--- config.mk ---
export PLATFORM = sky130hd
export DESIGN_NAME = block_bitmap_allocator_core
export DESIGN_NICKNAME = d
export VERILOG_FILES = /design/src/rtl/bba_pkg.sv /design/src/rtl/bba_ram.sv /design/src/rtl/bba_datapath.sv /design/src/rtl/bba_ctrl.sv /design/src/rtl/block_bitmap_allocator_core.sv
export SDC_FILE = /design/constraint.sdc
export NUM_CORES = 1
export LEC_CHECK = 0
export BUFFER_PORTS_ARGS = -buffer_cell sky130_fd_sc_hd__buf_2
export CAP_MARGIN = 15
export CORE_MARGIN = 2
export CORE_UTILIZATION = 30
export CTS_CLUSTER_DIAMETER = 80
export DETAILED_ROUTE_END_ITERATION = 8
export GPL_TIMING_DRIVEN = 0
export PLACE_DENSITY = 0.41
export SETUP_SLACK_MARGIN = 0.4
export SLEW_MARGIN = 25
export SYNTH_ARGS = -nofsm -noshare
export SYNTH_HDL_FRONTEND = slang
export SYNTH_SLANG_ARGS = --single-unit
--- constraint.sdc ---
create_clock -name clock -period 6.7 [get_ports clock]
set_input_delay 1.34 -clock clock [delete_from_list [all_inputs] [get_ports clock]]
set_output_delay 1.34 -clock clock [all_outputs]
set_load 0.005 [all_outputs]
--- src/rtl/bba_pkg.sv ---
// Shared types, constants and helpers for the block bitmap allocator.
// Used by the controller, the datapath, the top level and the checker.
package bba_pkg;

   // Field widths
   localparam int IDX_W  = 10;
   localparam int CNT_W  = 11;
   localparam int WORD_W = 32;
   localparam int BIT_W  = $clog2(WORD_W);
   localparam int WA_W   = CNT_W - BIT_W;

   // Block count limits
   localparam int MAX_BLOCKS_DEF = 1024;
   localparam int RST_BLOCKS     = 1024;
   localparam int CNT_MAX        = (1 << CNT_W) - 1;

   typedef enum logic [1:0] {
      MODE_CHECK   = 2'd0,
      MODE_CLAIM   = 2'd1,
      MODE_RELEASE = 2'd2,
      MODE_FIND    = 2'd3
   } mode_type;

   typedef enum logic [1:0] {
      FOUND_ZERO  = 2'd0,
      FOUND_COUNT = 2'd1,
      FOUND_SCAN  = 2'd2
   } found_sel_type;

   typedef struct packed {
      mode_type          mode;
      logic [IDX_W-1:0]  block_index;
   } req_type;

   typedef struct packed {
      logic              status;
      logic [CNT_W-1:0]  found_index;
      logic [CNT_W-1:0]  free_count;
      logic [CNT_W-1:0]  lowest_free;
   } rsp_type;

   // Controller to datapath
   typedef struct packed {
      logic          cfg_load;
      logic          clear_wr;
      logic          capture;
      logic          map_set;
      logic          map_clr;
      logic          cnt_dec;
      logic          cnt_inc;
      logic          hint_lower;
      logic          scan_begin;
      logic          scan_from_next;
      logic          scan_rd;
      logic          hint_from_scan;
      logic          res_write;
      logic          res_err;
      found_sel_type found_sel;
      logic          rsp_load;
   } cmd_type;

   // Datapath to controller
   typedef struct packed {
      mode_type mode;
      logic     in_range;
      logic     bit_set;
      logic     at_hint;
      logic     scan_done;
      logic     clr_last;
   } sts_type;

   typedef struct packed {
      logic             found;
      logic [BIT_W-1:0] pos;
   } zero_pos_type;

   // Lowest clear bit of a map word
   function automatic zero_pos_type first_zero(input logic [WORD_W-1:0] w);
      zero_pos_type r;
      r.found = 1'b0;
      r.pos   = '0;
      for (int i = WORD_W - 1; i >= 0; i--) begin
         if (!w[i]) begin
            r.found = 1'b1;
            r.pos   = BIT_W'(i);
         end
      end
      return r;
   endfunction

endpackage

--- src/rtl/bba_ram.sv ---
// Generic single-write, single-read RAM with registered read data.
// Read-first on a same-address collision. No package dependencies.
module bba_ram #(
   parameter int WIDTH = 32,
   parameter int DEPTH = 32,
   localparam int AW = (DEPTH > 1) ? $clog2(DEPTH) : 1
) (
   input  logic             clock,
   input  logic             wr_en,
   input  logic [AW-1:0]    wr_addr,
   input  logic [WIDTH-1:0] wr_data,
   input  logic [AW-1:0]    rd_addr,
   output logic [WIDTH-1:0] rd_data
);

   logic [WIDTH-1:0] mem_ff [DEPTH];
   logic [WIDTH-1:0] rd_data_ff;

   // Write port and registered read port
   always_ff @(posedge clock) begin
      if (wr_en) begin
         mem_ff[wr_addr] <= wr_data;
      end
      rd_data_ff <= mem_ff[rd_addr];
   end

   assign rd_data = rd_data_ff;

endmodule

--- src/rtl/bba_datapath.sv ---
// Datapath: allocation map RAM, counters, word scanner and result register.
// Depends on bba_pkg and bba_ram; driven by bba_ctrl through cmd_type.
module bba_datapath #(
   parameter int MAX_BLOCKS = bba_pkg::MAX_BLOCKS_DEF
) (
   input  logic                     clock,
   input  logic                     reset,
   input  bba_pkg::cmd_type         cmd,
   output bba_pkg::sts_type         sts,
   input  bba_pkg::req_type         req_data,
   input  logic [bba_pkg::CNT_W-1:0] csr_data,
   output bba_pkg::rsp_type         rsp_data
);
   import bba_pkg::*;

   localparam int USE_BLOCKS = (MAX_BLOCKS < CNT_MAX) ? MAX_BLOCKS : CNT_MAX;
   localparam int RST_COUNT  = (RST_BLOCKS < USE_BLOCKS) ? RST_BLOCKS : USE_BLOCKS;
   localparam int NEED_WORDS = (USE_BLOCKS + WORD_W - 1) / WORD_W;
   localparam int AW         = (NEED_WORDS > 1) ? $clog2(NEED_WORDS) : 1;
   localparam int DEPTH      = 1 << AW;

   // Control registers
   logic [CNT_W-1:0] bc_ff, free_ff, hint_ff;
   logic [WA_W-1:0]  clr_ff, rd_ff, ev_word_ff;
   logic             ev_valid_ff;
   // Payload registers
   mode_type         mode_ff;
   logic [IDX_W-1:0] idx_ff;
   logic [CNT_W-1:0] start_ff;
   logic             res_err_ff;
   logic [CNT_W-1:0] res_found_ff;
   rsp_type          rsp_ff;

   logic [WORD_W-1:0] rd_data, wr_data, bit_onehot, low_mask;
   logic [AW-1:0]     ram_raddr, ram_waddr;
   logic              ram_we;
   logic [CNT_W-1:0]  idx_ext, bc_m1, scan_start_in, cand, scan_res, cfg_val;
   logic [WA_W-1:0]   idx_word, last_word;
   logic [BIT_W-1:0]  idx_bit;
   zero_pos_type      fz;
   logic              hit, word_ok;

   // Address decode of the item
   assign idx_ext    = CNT_W'(idx_ff);
   assign idx_word   = WA_W'(idx_ff[IDX_W-1:BIT_W]);
   assign idx_bit    = idx_ff[BIT_W-1:0];
   assign bit_onehot = WORD_W'(1) << idx_bit;
   assign bc_m1      = bc_ff - CNT_W'(1);
   assign last_word  = bc_m1[CNT_W-1:BIT_W];

   // Clamp the written block count
   always_comb begin
      if (csr_data == '0) begin
         cfg_val = CNT_W'(1);
      end else if (32'(csr_data) > 32'(USE_BLOCKS)) begin
         cfg_val = CNT_W'(USE_BLOCKS);
      end else begin
         cfg_val = csr_data;
      end
   end

   // Scan: mask bits below the start, take lowest clear bit
   assign scan_start_in = cmd.scan_from_next ? (idx_ext + CNT_W'(1)) : idx_ext;
   assign low_mask = (ev_word_ff == start_ff[CNT_W-1:BIT_W]) ?
                     ((WORD_W'(1) << start_ff[BIT_W-1:0]) - WORD_W'(1)) : '0;
   assign fz       = first_zero(rd_data | low_mask);
   assign cand     = {ev_word_ff, fz.pos};
   assign word_ok  = (ev_word_ff <= last_word);
   assign hit      = word_ok && fz.found && (cand < bc_ff);
   assign scan_res = hit ? cand : bc_ff;

   // RAM ports
   assign ram_raddr = cmd.scan_rd ? AW'(rd_ff) : AW'(idx_word);
   assign ram_we    = cmd.clear_wr | cmd.map_set | cmd.map_clr;
   assign ram_waddr = cmd.clear_wr ? AW'(clr_ff) : AW'(idx_word);
   always_comb begin
      if (cmd.clear_wr) begin
         wr_data = '0;
      end else if (cmd.map_set) begin
         wr_data = rd_data | bit_onehot;
      end else begin
         wr_data = rd_data & ~bit_onehot;
      end
   end

   bba_ram #(
      .WIDTH (WORD_W),
      .DEPTH (DEPTH)
   ) u_map (
      .clock   (clock),
      .wr_en   (ram_we),
      .wr_addr (ram_waddr),
      .wr_data (wr_data),
      .rd_addr (ram_raddr),
      .rd_data (rd_data)
   );

   // Status back to the controller
   always_comb begin
      sts.mode      = mode_ff;
      sts.in_range  = (idx_ext < bc_ff);
      sts.bit_set   = rd_data[idx_bit];
      sts.at_hint   = (idx_ext == hint_ff);
      sts.scan_done = ev_valid_ff && (hit || (ev_word_ff >= last_word));
      sts.clr_last  = (clr_ff == last_word);
   end

   // Counters, hint and scan pointers
   always_ff @(posedge clock) begin
      if (reset) begin
         bc_ff       <= CNT_W'(RST_COUNT);
         free_ff     <= CNT_W'(RST_COUNT);
         hint_ff     <= '0;
         clr_ff      <= '0;
         rd_ff       <= '0;
         ev_word_ff  <= '0;
         ev_valid_ff <= 1'b0;
      end else begin
         if (cmd.cfg_load) begin
            bc_ff   <= cfg_val;
            free_ff <= cfg_val;
            hint_ff <= '0;
            clr_ff  <= '0;
         end else begin
            if (cmd.clear_wr) begin
               clr_ff <= clr_ff + WA_W'(1);
            end
            if (cmd.cnt_dec && (free_ff != '0)) begin
               free_ff <= free_ff - CNT_W'(1);
            end
            if (cmd.cnt_inc && (free_ff < bc_ff)) begin
               free_ff <= free_ff + CNT_W'(1);
            end
            if (cmd.hint_lower && (idx_ext < hint_ff)) begin
               hint_ff <= idx_ext;
            end
            if (cmd.hint_from_scan) begin
               hint_ff <= scan_res;
            end
         end
         if (cmd.scan_begin) begin
            rd_ff       <= scan_start_in[CNT_W-1:BIT_W];
            ev_valid_ff <= 1'b0;
         end else if (cmd.scan_rd) begin
            rd_ff       <= rd_ff + WA_W'(1);
            ev_word_ff  <= rd_ff;
            ev_valid_ff <= 1'b1;
         end
      end
   end

   // Item, result and output payload
   always_ff @(posedge clock) begin
      if (cmd.capture) begin
         mode_ff <= req_data.mode;
         idx_ff  <= req_data.block_index;
      end
      if (cmd.scan_begin) begin
         start_ff <= scan_start_in;
      end
      if (cmd.res_write) begin
         res_err_ff <= cmd.res_err;
         case (cmd.found_sel)
            FOUND_COUNT: res_found_ff <= bc_ff;
            FOUND_SCAN:  res_found_ff <= scan_res;
            default:     res_found_ff <= '0;
         endcase
      end
      if (cmd.rsp_load) begin
         rsp_ff.status      <= res_err_ff;
         rsp_ff.found_index <= res_found_ff;
         rsp_ff.free_count  <= free_ff;
         rsp_ff.lowest_free <= hint_ff;
      end
   end

   assign rsp_data = rsp_ff;

endmodule

--- src/rtl/bba_ctrl.sv ---
// Controller: sequences map clearing, lookup, update, scan and result hand-off.
// Depends on bba_pkg; talks to bba_datapath through cmd_type and sts_type.
module bba_ctrl (
   input  logic             clock,
   input  logic             reset,
   input  logic             req_valid,
   output logic             req_ready,
   output logic             rsp_valid,
   input  logic             rsp_ready,
   input  logic             csr_valid,
   output logic             csr_ready,
   output bba_pkg::cmd_type cmd,
   input  bba_pkg::sts_type sts
);
   import bba_pkg::*;

   typedef enum logic [2:0] {
      S_CLEAR,
      S_IDLE,
      S_LOOKUP,
      S_EVAL,
      S_SCAN,
      S_DONE
   } state_type;

   state_type state_ff, state_in;
   logic      rsp_valid_ff, rsp_valid_in;

   assign csr_ready = 1'b1;
   assign req_ready = (state_ff == S_IDLE) && !csr_valid;
   assign rsp_valid = rsp_valid_ff;

   // Next state and commands
   always_comb begin
      cmd          = '0;
      state_in     = state_ff;
      rsp_valid_in = rsp_valid_ff;

      // Drop the result once transferred
      if (rsp_valid_ff && rsp_ready) begin
         rsp_valid_in = 1'b0;
      end

      case (state_ff)
         S_CLEAR: begin
            cmd.clear_wr = 1'b1;
            if (sts.clr_last) begin
               state_in = S_IDLE;
            end
         end
         S_IDLE: begin
            if (req_valid && req_ready) begin
               cmd.capture = 1'b1;
               state_in    = S_LOOKUP;
            end
         end
         S_LOOKUP: begin
            state_in = S_EVAL;
         end
         S_EVAL: begin
            cmd.res_write = 1'b1;
            state_in      = S_DONE;
            case (sts.mode)
               MODE_CHECK: begin
                  cmd.res_err = !(sts.in_range && sts.bit_set);
               end
               MODE_CLAIM: begin
                  cmd.res_err = !(sts.in_range && !sts.bit_set);
                  if (sts.in_range && !sts.bit_set) begin
                     cmd.map_set = 1'b1;
                     cmd.cnt_dec = 1'b1;
                     if (sts.at_hint) begin
                        cmd.scan_begin     = 1'b1;
                        cmd.scan_from_next = 1'b1;
                        state_in           = S_SCAN;
                     end
                  end
               end
               MODE_RELEASE: begin
                  cmd.res_err = !(sts.in_range && sts.bit_set);
                  if (sts.in_range && sts.bit_set) begin
                     cmd.map_clr    = 1'b1;
                     cmd.cnt_inc    = 1'b1;
                     cmd.hint_lower = 1'b1;
                  end
               end
               MODE_FIND: begin
                  if (sts.in_range) begin
                     cmd.scan_begin = 1'b1;
                     state_in       = S_SCAN;
                  end else begin
                     cmd.res_err   = 1'b1;
                     cmd.found_sel = FOUND_COUNT;
                  end
               end
               default: begin
                  cmd.res_err = 1'b1;
               end
            endcase
         end
         S_SCAN: begin
            cmd.scan_rd = 1'b1;
            if (sts.scan_done) begin
               state_in = S_DONE;
               if (sts.mode == MODE_CLAIM) begin
                  cmd.hint_from_scan = 1'b1;
               end else begin
                  cmd.res_write = 1'b1;
                  cmd.found_sel = FOUND_SCAN;
               end
            end
         end
         S_DONE: begin
            // Hold until the output register is free
            if (!rsp_valid_ff || rsp_ready) begin
               cmd.rsp_load = 1'b1;
               rsp_valid_in = 1'b1;
               state_in     = S_IDLE;
            end
         end
         default: begin
            state_in = S_CLEAR;
         end
      endcase

      // A register write restarts the clearing sweep
      if (csr_valid) begin
         cmd.cfg_load = 1'b1;
         cmd.clear_wr = 1'b0;
         state_in     = S_CLEAR;
      end
   end

   // State and registered outputs
   always_ff @(posedge clock) begin
      if (reset) begin
         state_ff     <= S_CLEAR;
         rsp_valid_ff <= 1'b0;
      end else begin
         state_ff     <= state_in;
         rsp_valid_ff <= rsp_valid_in;
      end
   end

endmodule

--- src/rtl/block_bitmap_allocator_core.sv ---
// Top level of the block bitmap allocator: controller plus datapath.
// Depends on bba_pkg, bba_ctrl, bba_datapath (and bba_ram below it).
//
//   channel  direction  payload          transfer when
//   req_     in         req_type         req_valid & req_ready
//   rsp_     out        rsp_type         rsp_valid & rsp_ready
//   csr_     in         block_count[10:0] csr_valid & csr_ready
//
// Check, release and out-of-range items pass from transfer through S_LOOKUP,
// S_EVAL and S_DONE to the result. Claim of the hinted block and in-range find
// also scan in S_SCAN, reading 32-bit map words from the map RAM port one per
// cycle: up to 32 at 1024 blocks.
// Reset and each block_count write start a clearing sweep of
// ceil(block_count / 32) map words (32 at reset) with req_ready low.
// One item is worked on at a time; a finished result waits in the output
// register while the next item is taken in.
module block_bitmap_allocator_core #(
   parameter int MAX_BLOCKS = bba_pkg::MAX_BLOCKS_DEF
) (
   input  logic                      clock,
   input  logic                      reset,
   input  logic                      req_valid,
   output logic                      req_ready,
   input  bba_pkg::req_type          req_data,
   output logic                      rsp_valid,
   input  logic                      rsp_ready,
   output bba_pkg::rsp_type          rsp_data,
   input  logic                      csr_valid,
   output logic                      csr_ready,
   input  logic [bba_pkg::CNT_W-1:0] csr_data
);
   import bba_pkg::*;

   cmd_type cmd;
   sts_type sts;

   bba_ctrl u_ctrl (
      .clock     (clock),
      .reset     (reset),
      .req_valid (req_valid),
      .req_ready (req_ready),
      .rsp_valid (rsp_valid),
      .rsp_ready (rsp_ready),
      .csr_valid (csr_valid),
      .csr_ready (csr_ready),
      .cmd       (cmd),
      .sts       (sts)
   );

   bba_datapath #(
      .MAX_BLOCKS (MAX_BLOCKS)
   ) u_datapath (
      .clock    (clock),
      .reset    (reset),
      .cmd      (cmd),
      .sts      (sts),
      .req_data (req_data),
      .csr_data (csr_data),
      .rsp_data (rsp_data)
   );

endmodule

Word level (Yosys, flattened, before mapping)

Memories as Yosys holds them, arrays and structs flattened. A register that Yosys moved wholly into a read port is not among the register bits.
Index checks and enable logic that the tools add are counted.

Register bits after elaboration: 125
Bits in latches: 0
Bits in writable memories: 1,024
Bits in read-only memories: 0
Bits of input ports: 28
Memories kept: 1

Memory list:

| memory                  | words | width | read ports | clocked after Yosys merged registers in | write ports | line          | text |
|---|---|---|---|---|---|---|---|
| u_datapath.u_map.mem_ff | 32    | 32    | 1          | 1                                       | 1           | bba_ram.sv:16 | `logic [WIDTH-1:0] mem_ff [DEPTH];` |

Add/sub/neg operators: 7
Multiply operators: 0
Div/mod/pow operators: 0
Magnitude comparators: 8
Eq/ne operators: 17
Shifts and indexed selects: 2
Muxes and demuxes: 94
Bitwise logic cells: 7
Reduce and logical (&&, ||, !) cells: 31

Operator list:

| operator                                                              | count |
|---|---|
| 6-bit two-way mux                                                     | 34 |
| 11-bit two-way mux                                                    | 9 |
| 32-bit two-way mux                                                    | 3 |
| 32-bit OR                                                             | 2 |
| 1-bit by 5-bit << shifter with 32-bit output (first input constant)   | 2 |
| 32-bit AND                                                            | 1 |
| 32-bit inverter                                                       | 1 |
| 32-bit by 1-bit subtractor with 32-bit output (second input constant) | 1 |
| 10-bit by 11-bit less-than comparator with 1-bit output               | 2 |
| 11-bit less-than comparator                                           | 2 |
| 1-bit two-way mux                                                     | 22 |
| 11-bit case mux with 2 select lines                                   | 1 |
| 11-bit by 1-bit subtractor with 11-bit output (second input constant) | 2 |
| 2-bit two-way mux                                                     | 10 |
| 3-bit case mux with 6 select lines                                    | 1 |
| 3-bit two-way mux                                                     | 5 |
| 6-bit by 1-bit adder with 6-bit output (second input constant)        | 2 |
| 6-bit equality test                                                   | 2 |
| 10-bit by 1-bit adder with 11-bit output (second input constant)      | 1 |
| 11-bit by 1-bit adder with 11-bit output (second input constant)      | 1 |
| 10-bit by 11-bit equality test with 1-bit output                      | 1 |
| 11-bit greater-than comparator (second input constant)                | 1 |
| 1-bit logical AND                                                     | 11 |
| 11-bit logical NOT                                                    | 1 |
| 29 further kinds                                                      | 48 |

Depth between registers and ports, before layout

Gate-level depths: netlist of the first run.

Depth in word-level cells: 44
Gate-level depth with buffers: 29
Mapped depth without buffers: 25

Hierarchy

From an unflattened synthesis of the first run, not the netlist that was laid out.

Cell total of the unflattened synthesis: 3,336
Area total of the unflattened synthesis: 50,179.4 um^2

By module, submodules not included:

| module       | instances | cells each | area each (um^2) | sequential area each (um^2) |
|---|---|---|---|---|
| bba_ram      | 1         | 2,260      | 40,492.6         | 31,390.1 |
| bba_datapath | 1         | 1,019      | 9,263.9          | 3,113.0 |
| bba_ctrl     | 1         | 57         | 422.9            | 80.1 |

Worst setup path before layout of the first run

Ideal clock, no wire load.

Path type: reg2reg
From: register u_datapath.start_ff[3]
To: register u_datapath.res_found_ff[1], data pin
Data arrival time: 5.458 ns
Slack: 0.975 ns
Cell stages (with the launch flop): 27
Path buffers: 4
Clock period less this slack: 5.725 ns
Cells stage by stage: edfxtp_1 -> buf_2 -> buf_2 -> nor3_1 -> nand3_1 -> ha_1 -> clkbuf_1 -> nand4bb_1 -> or3_1 -> a2111oi_1 -> o21bai_1 -> nor4_1 -> nand3_1 -> nor2b_1 -> ha_1 -> a21o_1 -> a21oi_1 -> nor2b_1 -> o211ai_1 -> a31oi_1 -> a211oi_1 -> o21a_1 -> o2111a_1 -> nand2_1 -> ha_1 -> clkbuf_1 -> o31ai_1

Word-level cells in the longest chain between the ends: 44
Elaborated cells on any way between the ends: 47

RTL lines:

| element                                                                                      | line                | text |
|---|---|---|
| from (decl)                                                                                  | bba_datapath.sv:29  | `logic [CNT_W-1:0] start_ff;` |
| from (signal assigned)                                                                       | bba_datapath.sv:159 | `start_ff <= scan_start_in;` |
| 1-bit by 5-bit << shifter with 32-bit output *                                               | bba_datapath.sv:65  | `((WORD_W'(1) << start_ff[BIT_W-1:0]) - WORD_W'(1)) : '0;` |
| 32-bit by 1-bit subtractor with 32-bit output *                                              | bba_datapath.sv:65  |  |
| 32-bit two-way mux *                                                                         | bba_datapath.sv:64  | `assign low_mask = (ev_word_ff == start_ff[CNT_W-1:BIT_W]) ?` |
| 32-bit OR *                                                                                  | bba_datapath.sv:66  | `assign fz = first_zero(rd_data \| low_mask);` |
| 6-bit two-way mux (31 in a row)                                                              | bba_pkg.sv:83       | `if (!w[i]) begin` |
| 6-bit two-way mux *                                                                          | bba_pkg.sv:83       |  |
| 11-bit less-than comparator / 1-bit logical AND (equally long branches)                      | bba_datapath.sv:69  | `assign hit = word_ok && fz.found && (cand < bc_ff);` |
| 1-bit logical AND                                                                            | bba_datapath.sv:69  |  |
| 1-bit logical OR                                                                             | bba_datapath.sv:104 | `sts.scan_done = ev_valid_ff && (hit \|\| (ev_word_ff >= last_word));` |
| 1-bit logical AND                                                                            | bba_datapath.sv:104 |  |
| 2-bit two-way mux                                                                            | bba_ctrl.sv:103     | `if (sts.scan_done) begin` |
| 2-bit case mux with 2 select lines                                                           | bba_ctrl.sv:44      | `case (state_ff)` |
| 2-bit equality test / 2-bit by 1-bit equality test with 1-bit output (equally long branches) | bba_datapath.sv:163 | `case (cmd.found_sel)` |
| 11-bit case mux with 2 select lines *                                                        | bba_datapath.sv:163 |  |
| to (signal assigned)                                                                         | bba_datapath.sv:165 | `FOUND_SCAN: res_found_ff <= scan_res;` |
| to (decl)                                                                                    | bba_datapath.sv:31  | `logic [CNT_W-1:0] res_found_ff;` |

Every way passes the cells marked *; elsewhere a longest branch is shown, timed or not.
A chain may end at the register's enable or synchronous reset.

Worst setup path in the final report of the first run

From: register u_datapath.start_ff[2]
To: register u_datapath.res_found_ff[7], data pin

Word-level cells in the longest chain between the ends: 44
Elaborated cells on any way between the ends: 47

RTL lines:

| element                                                                                      | line |
|---|---|
| 1-bit by 5-bit << shifter with 32-bit output *                                               | bba_datapath.sv:65 |
| 32-bit by 1-bit subtractor with 32-bit output *                                              | bba_datapath.sv:65 |
| 32-bit two-way mux *                                                                         | bba_datapath.sv:64 |
| 32-bit OR *                                                                                  | bba_datapath.sv:66 |
| 6-bit two-way mux (31 in a row)                                                              | bba_pkg.sv:83 |
| 6-bit two-way mux *                                                                          | bba_pkg.sv:83 |
| 11-bit less-than comparator / 1-bit logical AND (equally long branches)                      | bba_datapath.sv:69 |
| 1-bit logical AND *                                                                          | bba_datapath.sv:69 |
| 1-bit logical OR                                                                             | bba_datapath.sv:104 |
| 1-bit logical AND                                                                            | bba_datapath.sv:104 |
| 2-bit two-way mux                                                                            | bba_ctrl.sv:103 |
| 2-bit case mux with 2 select lines                                                           | bba_ctrl.sv:44 |
| 2-bit equality test / 2-bit by 1-bit equality test with 1-bit output (equally long branches) | bba_datapath.sv:163 |
| 11-bit case mux with 2 select lines *                                                        | bba_datapath.sv:163 |

Marks and branches as above.

==> impl_metrics.json, run 1 <==
{
  "antenna_found_initial": 3,
  "cts-root-buf": "clkbuf_16",
  "yosys_warnings": 0,
  "io_pins": 65,
  "grt_start_max_net_pins": 27,
  "utilization_pct": 37.1,
  "hold_start": "u_datapath.res_found_ff[0]$_DFFE_PP_",
  "start_kind": "register",
  "clockBufferDepth": 3,
  "synthToLayoutAreaGrowth_pct": 22.7,
  "fmax_mhz": 164,
  "post_dp_cell_area_um2": 55500,
  "synth_area_leader_cell": "edfxtp_1",
  "timing.setup.tns_ns": 0,
  "htreeDepth": 4,
  "p_leak_nw": 19.7,
  "finalInstanceArea_um2": 60500,
  "grt_pass1_wl_um": 221000,
  "globalRouteTotalUtil_pct": 18.3,
  "num-fill-cells": 15310,
  "cap_violations": 0,
  "worst_pin_slew_ns": 1.11,
  "hold_class": "register to register",
  "crit_slowest_cell": "edfxtp_1",
  "vdd_ir_drop_max_uv": 181,
  "dieHeight_um": 409,
  "yosysUniqueCellTypes": 81,
  "clk-insertion-delay-late_ns": 0.77,
  "drt_iter0_markers": 2751,
  "critPathKind": "register to register",
  "status": "finished clean",
  "cp_data_required_time_ns": 7.29,
  "netlist.area_leader.share_pct": 66.5,
  "period_share_pct": 90.9,
  "rsz0062_at_grt": "no",
  "vias": 28931,
  "synth_area_um2": 49300,
  "wire_per_inst_um": 27.1,
  "synthTopCellsByArea": "edfxtp_1, mux4_2, dfxtp_1, nand2_1, nand3_1",
  "crit_fanout": 10,
  "initial_core_util_pct": 30.3,
  "rows": 148,
  "hold_viol": 0,
  "cts.sinks": 1181,
  "wl_um": 154000,
  "dpl.hpwl_um": 109000,
  "critical-path-max-stage-delay_ns": 0.51,
  "synth_most_common_cell": "edfxtp_1",
  "setup_viol": 0,
  "placed_cells": 5409,
  "grt_overflow_total": 0,
  "synth.avg_cell_area_um2": 16.1,
  "slew_violations": 0,
  "die_area_um2": 168000,
  "r2r-start": "u_datapath.start_ff[2]$_DFFE_PP_",
  "synthFlopType": "edfxtp_1",
  "numPortBuffers": 62,
  "r2r_setup_slack_ns": 0.61,
  "powerDensity_nw_per_um2": 264,
  "post-route-drc-count": 0,
  "worstPathArrival_ns": 6.68,
  "die_w_um": 409,
  "core_region_area_um2": 163000,
  "worst_r2r_path_depth": 28,
  "slew_headroom_pct": 26.0,
  "syn_inst": 3070,
  "holdPathStages": 0,
  "ys_seq_area_share_pct": 70.1,
  "nets": 3488,
  "cts-hold-fix-buffers": 0,
  "cts_buffers": 138,
  "whs_endpoint": "u_datapath.rsp_data[22]$_DFFE_PP_",
  "drtPass1Iterations": 7,
  "end_kind": "register",
  "layout_min_cycle_time_ns": 6.09,
  "drive_above_1_share_pct": 23.9,
  "grt_pass1_vias": 29528,
  "via_per_inst": 5.09,
  "timing.rr.end": "u_datapath.res_found_ff[7]$_DFFE_PP_",
  "synth_common_cells": "edfxtp_1, nand2_1, mux4_2, nand3_1, clkbuf_1",
  "ant_nets": 0,
  "synth_fp_nets": 3164,
  "synth-async-reset-ratio_pct": 0,
  "synth_edf_count": 1093,
  "ys_ff_latch": 1181,
  "tritoncts": "done",
  "place.gp.congestion": 0.913,
  "clkTransAtPathRegs_ns": 0.05,
  "finClkSkew_ns": 0.0448,
  "setup_slack_ns": 0.609,
  "fin_cells": 5682,
  "dpl_worst_slack_ns": -0.869
}
-- report_power, final --
| part | leakage [nW] | switching [W] | internal [W] |
|---|---|---|---|
| clock | 2.21 | 0.00312 | 0.00439 |
| sequential | 10.7 | 0.0000260 | 0.00804 |
| combinational | 6.80 | 0.000243 | 0.000141 |
-- kinds of logic (layout without fill, tap and decap cells) --
family                   count (synthesis)  after routing  synth area share (%)
flip-flops                            1181           1181                  70.1
AND/OR/NAND/NOR                        926            926                  8.72
AO/OA/AOI/OAI                          344            344                  4.40
multiplexers                           283            283                  12.5
buffers and inverters                  230            666                  1.84
adder cells (fa/ha/maj)                 66             66                  1.69
XOR/XNOR                                39             39                 0.693
other                                    1              2               0.00760
-- repair_timing --
item | CTS | global route
setup buffers | 9 | 11
resized for setup | 34 | 48
pin swaps | 11 | 19
setup endpoints to repair | 35 | 37
-- metal layers --
| metal | track usage [%] | wire length, um | vias to the layer above |
|---|---|---|---|
| li1 | - | - | 12752 |
| met2 | 28.8 | 71500 | 807 |
| met4 | 5.70 | 4490 | 0 |
| met3 | 3.00 | 7600 | 212 |
| met1 | 25.9 | 70600 | 15160 |
| met5 | 0 | 0 | - |
-- per-stage QoR --
step | hold slack (ns) | power [W]
floorplan | 0.400 | 0.00840
global placement | 0.403 | 0.00854
detailed placement | 0.405 | 0.00860
CTS | 0.414 | 0.0161
global route | 0.422 | 0.0164
finish | 0.413 | 0.0160
-- critical path: cells and delay by family, from the launching register on --
family                   cells  cell delay [ns]
flip-flops                   1             0.51
adder cells (fa/ha/maj)      3             0.69
AND/OR/NAND/NOR              8             1.55
AO/OA/AOI/OAI               12             2.28
buffers and inverters        5             0.85
-- worst max-delay path by stage --
stage | start | endpoint | slack, ns | depth (start not counted)
final | u_datapath.start_ff[2]$_DFFE_PP_ | u_datapath.res_found_ff[7]$_DFFE_PP_ | 0.61 | 28
after global routing | u_datapath.start_ff[3]$_DFFE_PP_ | u_datapath.res_found_ff[3]$_DFFE_PP_ | 0.31 | 29
after CTS | u_datapath.start_ff[3]$_DFFE_PP_ | u_datapath.res_found_ff[1]$_DFFE_PP_ | 0.44 | 26
after detailed placement | u_datapath.start_ff[3]$_DFFE_PP_ | u_datapath.res_found_ff[2]$_DFFE_PP_ | -0.87 | 28
after global placement | u_datapath.idx_ff[1]$_DFFE_PP_ | u_datapath.u_map.mem_ff[21][10]$_DFFE_PP_ | -1.14 | 8
after floorplan | u_datapath.start_ff[3]$_DFFE_PP_ | u_datapath.res_found_ff[1]$_DFFE_PP_ | 0.97 | 26
-- layout by cell type, fill, tap and decap left out, types with 28 or more instances in the layout --
master        n
nor3_1       29
ha_1         63
clkbuf_1    128
nor2_4       42
nand2_1     416
a21oi_1      63
buf_16       77
clkinv_2     28
xnor2_1      28
nand3_1     216
clkbuf_16   142
o21ai_0      88
buf_2        95
mux4_2      266
nor2_1       53
inv_1        46
dfxtp_1      88
edfxtp_1   1093
-- state kept, by name (all words and copies together) (netlist names) --
name,cells
u_datapath.u_map.mem_ff,1024
u_datapath.rsp_data,34
u_datapath.u_map.rd_data,32
u_datapath.bc_ff,11
u_datapath.free_ff,11
u_datapath.hint_ff,11
u_datapath.res_found_ff,11
u_datapath.start_ff,11
u_datapath.idx_ff,10
u_datapath.clr_ff,6
u_datapath.ev_word_ff,6
u_datapath.rd_ff,6
u_ctrl.state_ff,3
u_datapath.mode_ff,2
u_ctrl.rsp_valid,1
u_datapath.ev_valid_ff,1
u_datapath.res_err_ff,1
-- cell type report --
cell class	count	area (um^2)	share of cell area, %
Sequential cell	1181	34600	57.1
Multi-Input combinational cell	1659	14700	24.3
Clock buffer	167	3700	6.11
Timing Repair Buffer	184	3030	5.01
Tap cell	2175	2720	4.50
Clock inverter	85	815	1.35
Buffer	183	779	1.29
Inverter	47	176	0.291
Antenna cell	1	2.50	0.00413
Note: power is estimated with default switching activity, not from simulation.
==> run 2: changes to the inputs <==
- CTS_BUF_LIST: default -> sky130_fd_sc_hd__clkbuf_8
==> run 2 against run 1 <==
Against the previous run: power decreased by 9.1%; flip-flop and latch count is the same; largest power group unchanged; critical path depth fell by 3; die area stayed put; core utilization is 0.54 points lower; count of clock-buffer cells in the layout increased by 41; first-iteration DRC count increased by 2.4%; critical path type unchanged; final cell count is 2.1% higher; sequential share of layout area up 0.84 points; register-to-register slack better by 0.07 ns.
==> impl_metrics.json, run 2 (synthesized netlist as in run 1, its figures left out) <==
{
  "status": "finished clean",
  "dpl.hpwl_um": 109000,
  "post_dp_cell_area_um2": 55500,
  "clk-insertion-delay-late_ns": 0.90,
  "layout_min_cycle_time_ns": 6.02,
  "fmax_mhz": 166,
  "setup_viol": 0,
  "cap_violations": 0,
  "worst_pin_slew_ns": 1.11,
  "powerDensity_nw_per_um2": 243,
  "finalInstanceArea_um2": 59700,
  "vdd_ir_drop_max_uv": 178,
  "drtPass1Iterations": 6,
  "crit_family": "simple AND/OR/NAND/NOR gates",
  "worstPathArrival_ns": 6.73,
  "htreeDepth": 4,
  "clockBufferDepth": 3,
  "io_pins": 65,
  "timing.setup.tns_ns": 0,
  "wire_per_inst_um": 26.7,
  "post-route-drc-count": 0,
  "crit_fanout": 10,
  "end_kind": "register",
  "drt_iter0_markers": 2816,
  "nets": 3553,
  "ant_nets": 0,
  "p_leak_nw": 19.7,
  "hold_viol": 0,
  "antenna_found_initial": 7,
  "drive_above_1_share_pct": 24.0,
  "via_per_inst": 5.06,
  "globalRouteTotalUtil_pct": 18.4,
  "grt_start_max_net_pins": 27,
  "clkTransAtPathRegs_ns": 0.06,
  "synthToLayoutAreaGrowth_pct": 21.0,
  "cts.sinks": 1181,
  "core_region_area_um2": 163000,
  "largest_reg_flops": 1024,
  "regMostFlops": "u_datapath.u_map.mem_ff",
  "grt_pass1_vias": 30004,
  "cts_buffers": 204,
  "die_area_um2": 168000,
  "rows": 148,
  "rsz0062_at_grt": "yes",
  "path_buf_inv": 4,
  "cts-hold-fix-buffers": 0,
  "slew_violations": 0,
  "start_kind": "register",
  "finClkSkew_ns": 0.0582,
  "wl_um": 155000,
  "cp_data_required_time_ns": 7.41,
  "final_common_cell": "edfxtp_1",
  "hold_class": "register to register",
  "initial_core_util_pct": 30.3,
  "cts-root-buf": "clkbuf_8",
  "placed_cells": 5409,
  "tritoncts": "done",
  "vias": 29333,
  "fin_cells": 5802,
  "place.gp.congestion": 0.913,
  "die_w_um": 409,
  "dieHeight_um": 409,
  "slew_headroom_pct": 25.7,
  "most-common-layout-cells": "edfxtp_1, nand2_1, mux4_2, nand3_1, clkbuf_8",
  "grt_overflow_total": 0,
  "crit_slowest_cell": "nor4_1",
  "period_share_pct": 89.9,
  "grt_pass1_wl_um": 221000,
  "critPathKind": "register to register",
  "critical-path-max-stage-delay_ns": 0.57,
  "numPortBuffers": 62,
  "total_power_w": 0.0145
}
==> run 2: changes by cell type in the layout (fill, tap and decap cells not counted), sizes merged <==
cell	previous run	this run
inv	57	140
clkbuf	293	333
bufinv	11	4
clkinv	58	62
clkinvlp	6	3
diode	1	4
==> run 2: power by group <==
group          internal [W]  total [W]  switching, W
Sequential          0.00804    0.00806     0.0000260
Clock               0.00305    0.00606       0.00301
Combinational      0.000140   0.000383      0.000243
==> run 2: what timing repair did <==
action                     CTS  global route
gates resized for setup     35            37
buffers inserted             7            12
pin swaps                   10            14
setup endpoints to repair   35            37
==> run 2: area by class of cell <==
| class | instances | area, um^2 |
|---|---|---|
| diodes | 4 | 10.0 |
| plain buffers | 183 | 786 |
| clock buffers | 208 | 2860 |
| clock inverters | 162 | 845 |
| fillers | 15419 | 103000 |
| inverters | 47 | 176 |
| multi-input cells | 1659 | 14600 |
| flip-flops and latches | 1181 | 34600 |
| well taps | 2175 | 2720 |
| repair buffers | 183 | 3020 |
==> run 2: routing by layer <==
metal | global-route usage [%] | vias up | part of all wire, %
met5 | 0 | - | 0
met4 | 6.11 | 0 | 2.9
met3 | 3.21 | 214 | 5.4
met2 | 28.7 | 958 | 46
met1 | 25.9 | 15236 | 46
li1 | - | 12925 | -
==> run 2: final timing paths <==
kind	from	to	slack, ns	cells past startpoint
setup / recovery	u_datapath.start_ff[2]$_DFFE_PP_	u_datapath.hint_ff[9]$_SDFFE_PP0P_	0.68	25
hold / removal	u_datapath.res_found_ff[4]$_DFFE_PP_	u_datapath.rsp_data[26]$_DFFE_PP_	0.42	0
setup reg to reg	u_datapath.start_ff[2]$_DFFE_PP_	u_datapath.hint_ff[9]$_SDFFE_PP0P_	0.68	25
hold reg to reg	u_datapath.res_found_ff[4]$_DFFE_PP_	u_datapath.rsp_data[26]$_DFFE_PP_	0.42	0
==> run 2: through the flow <==
stage / setup WS [ns] / util [%] / hold WS, ns
2_1_floorplan: 0.975 / - / 0.400
3_3_place_gp: -1.14 / 32.1 / 0.403
3_5_place_dp: -0.869 / 34.1 / 0.405
4_1_cts: 0.411 / 36.5 / 0.419
5_1_grt: 0.336 / 36.6 / 0.419
6_report: 0.679 / 36.6 / 0.417
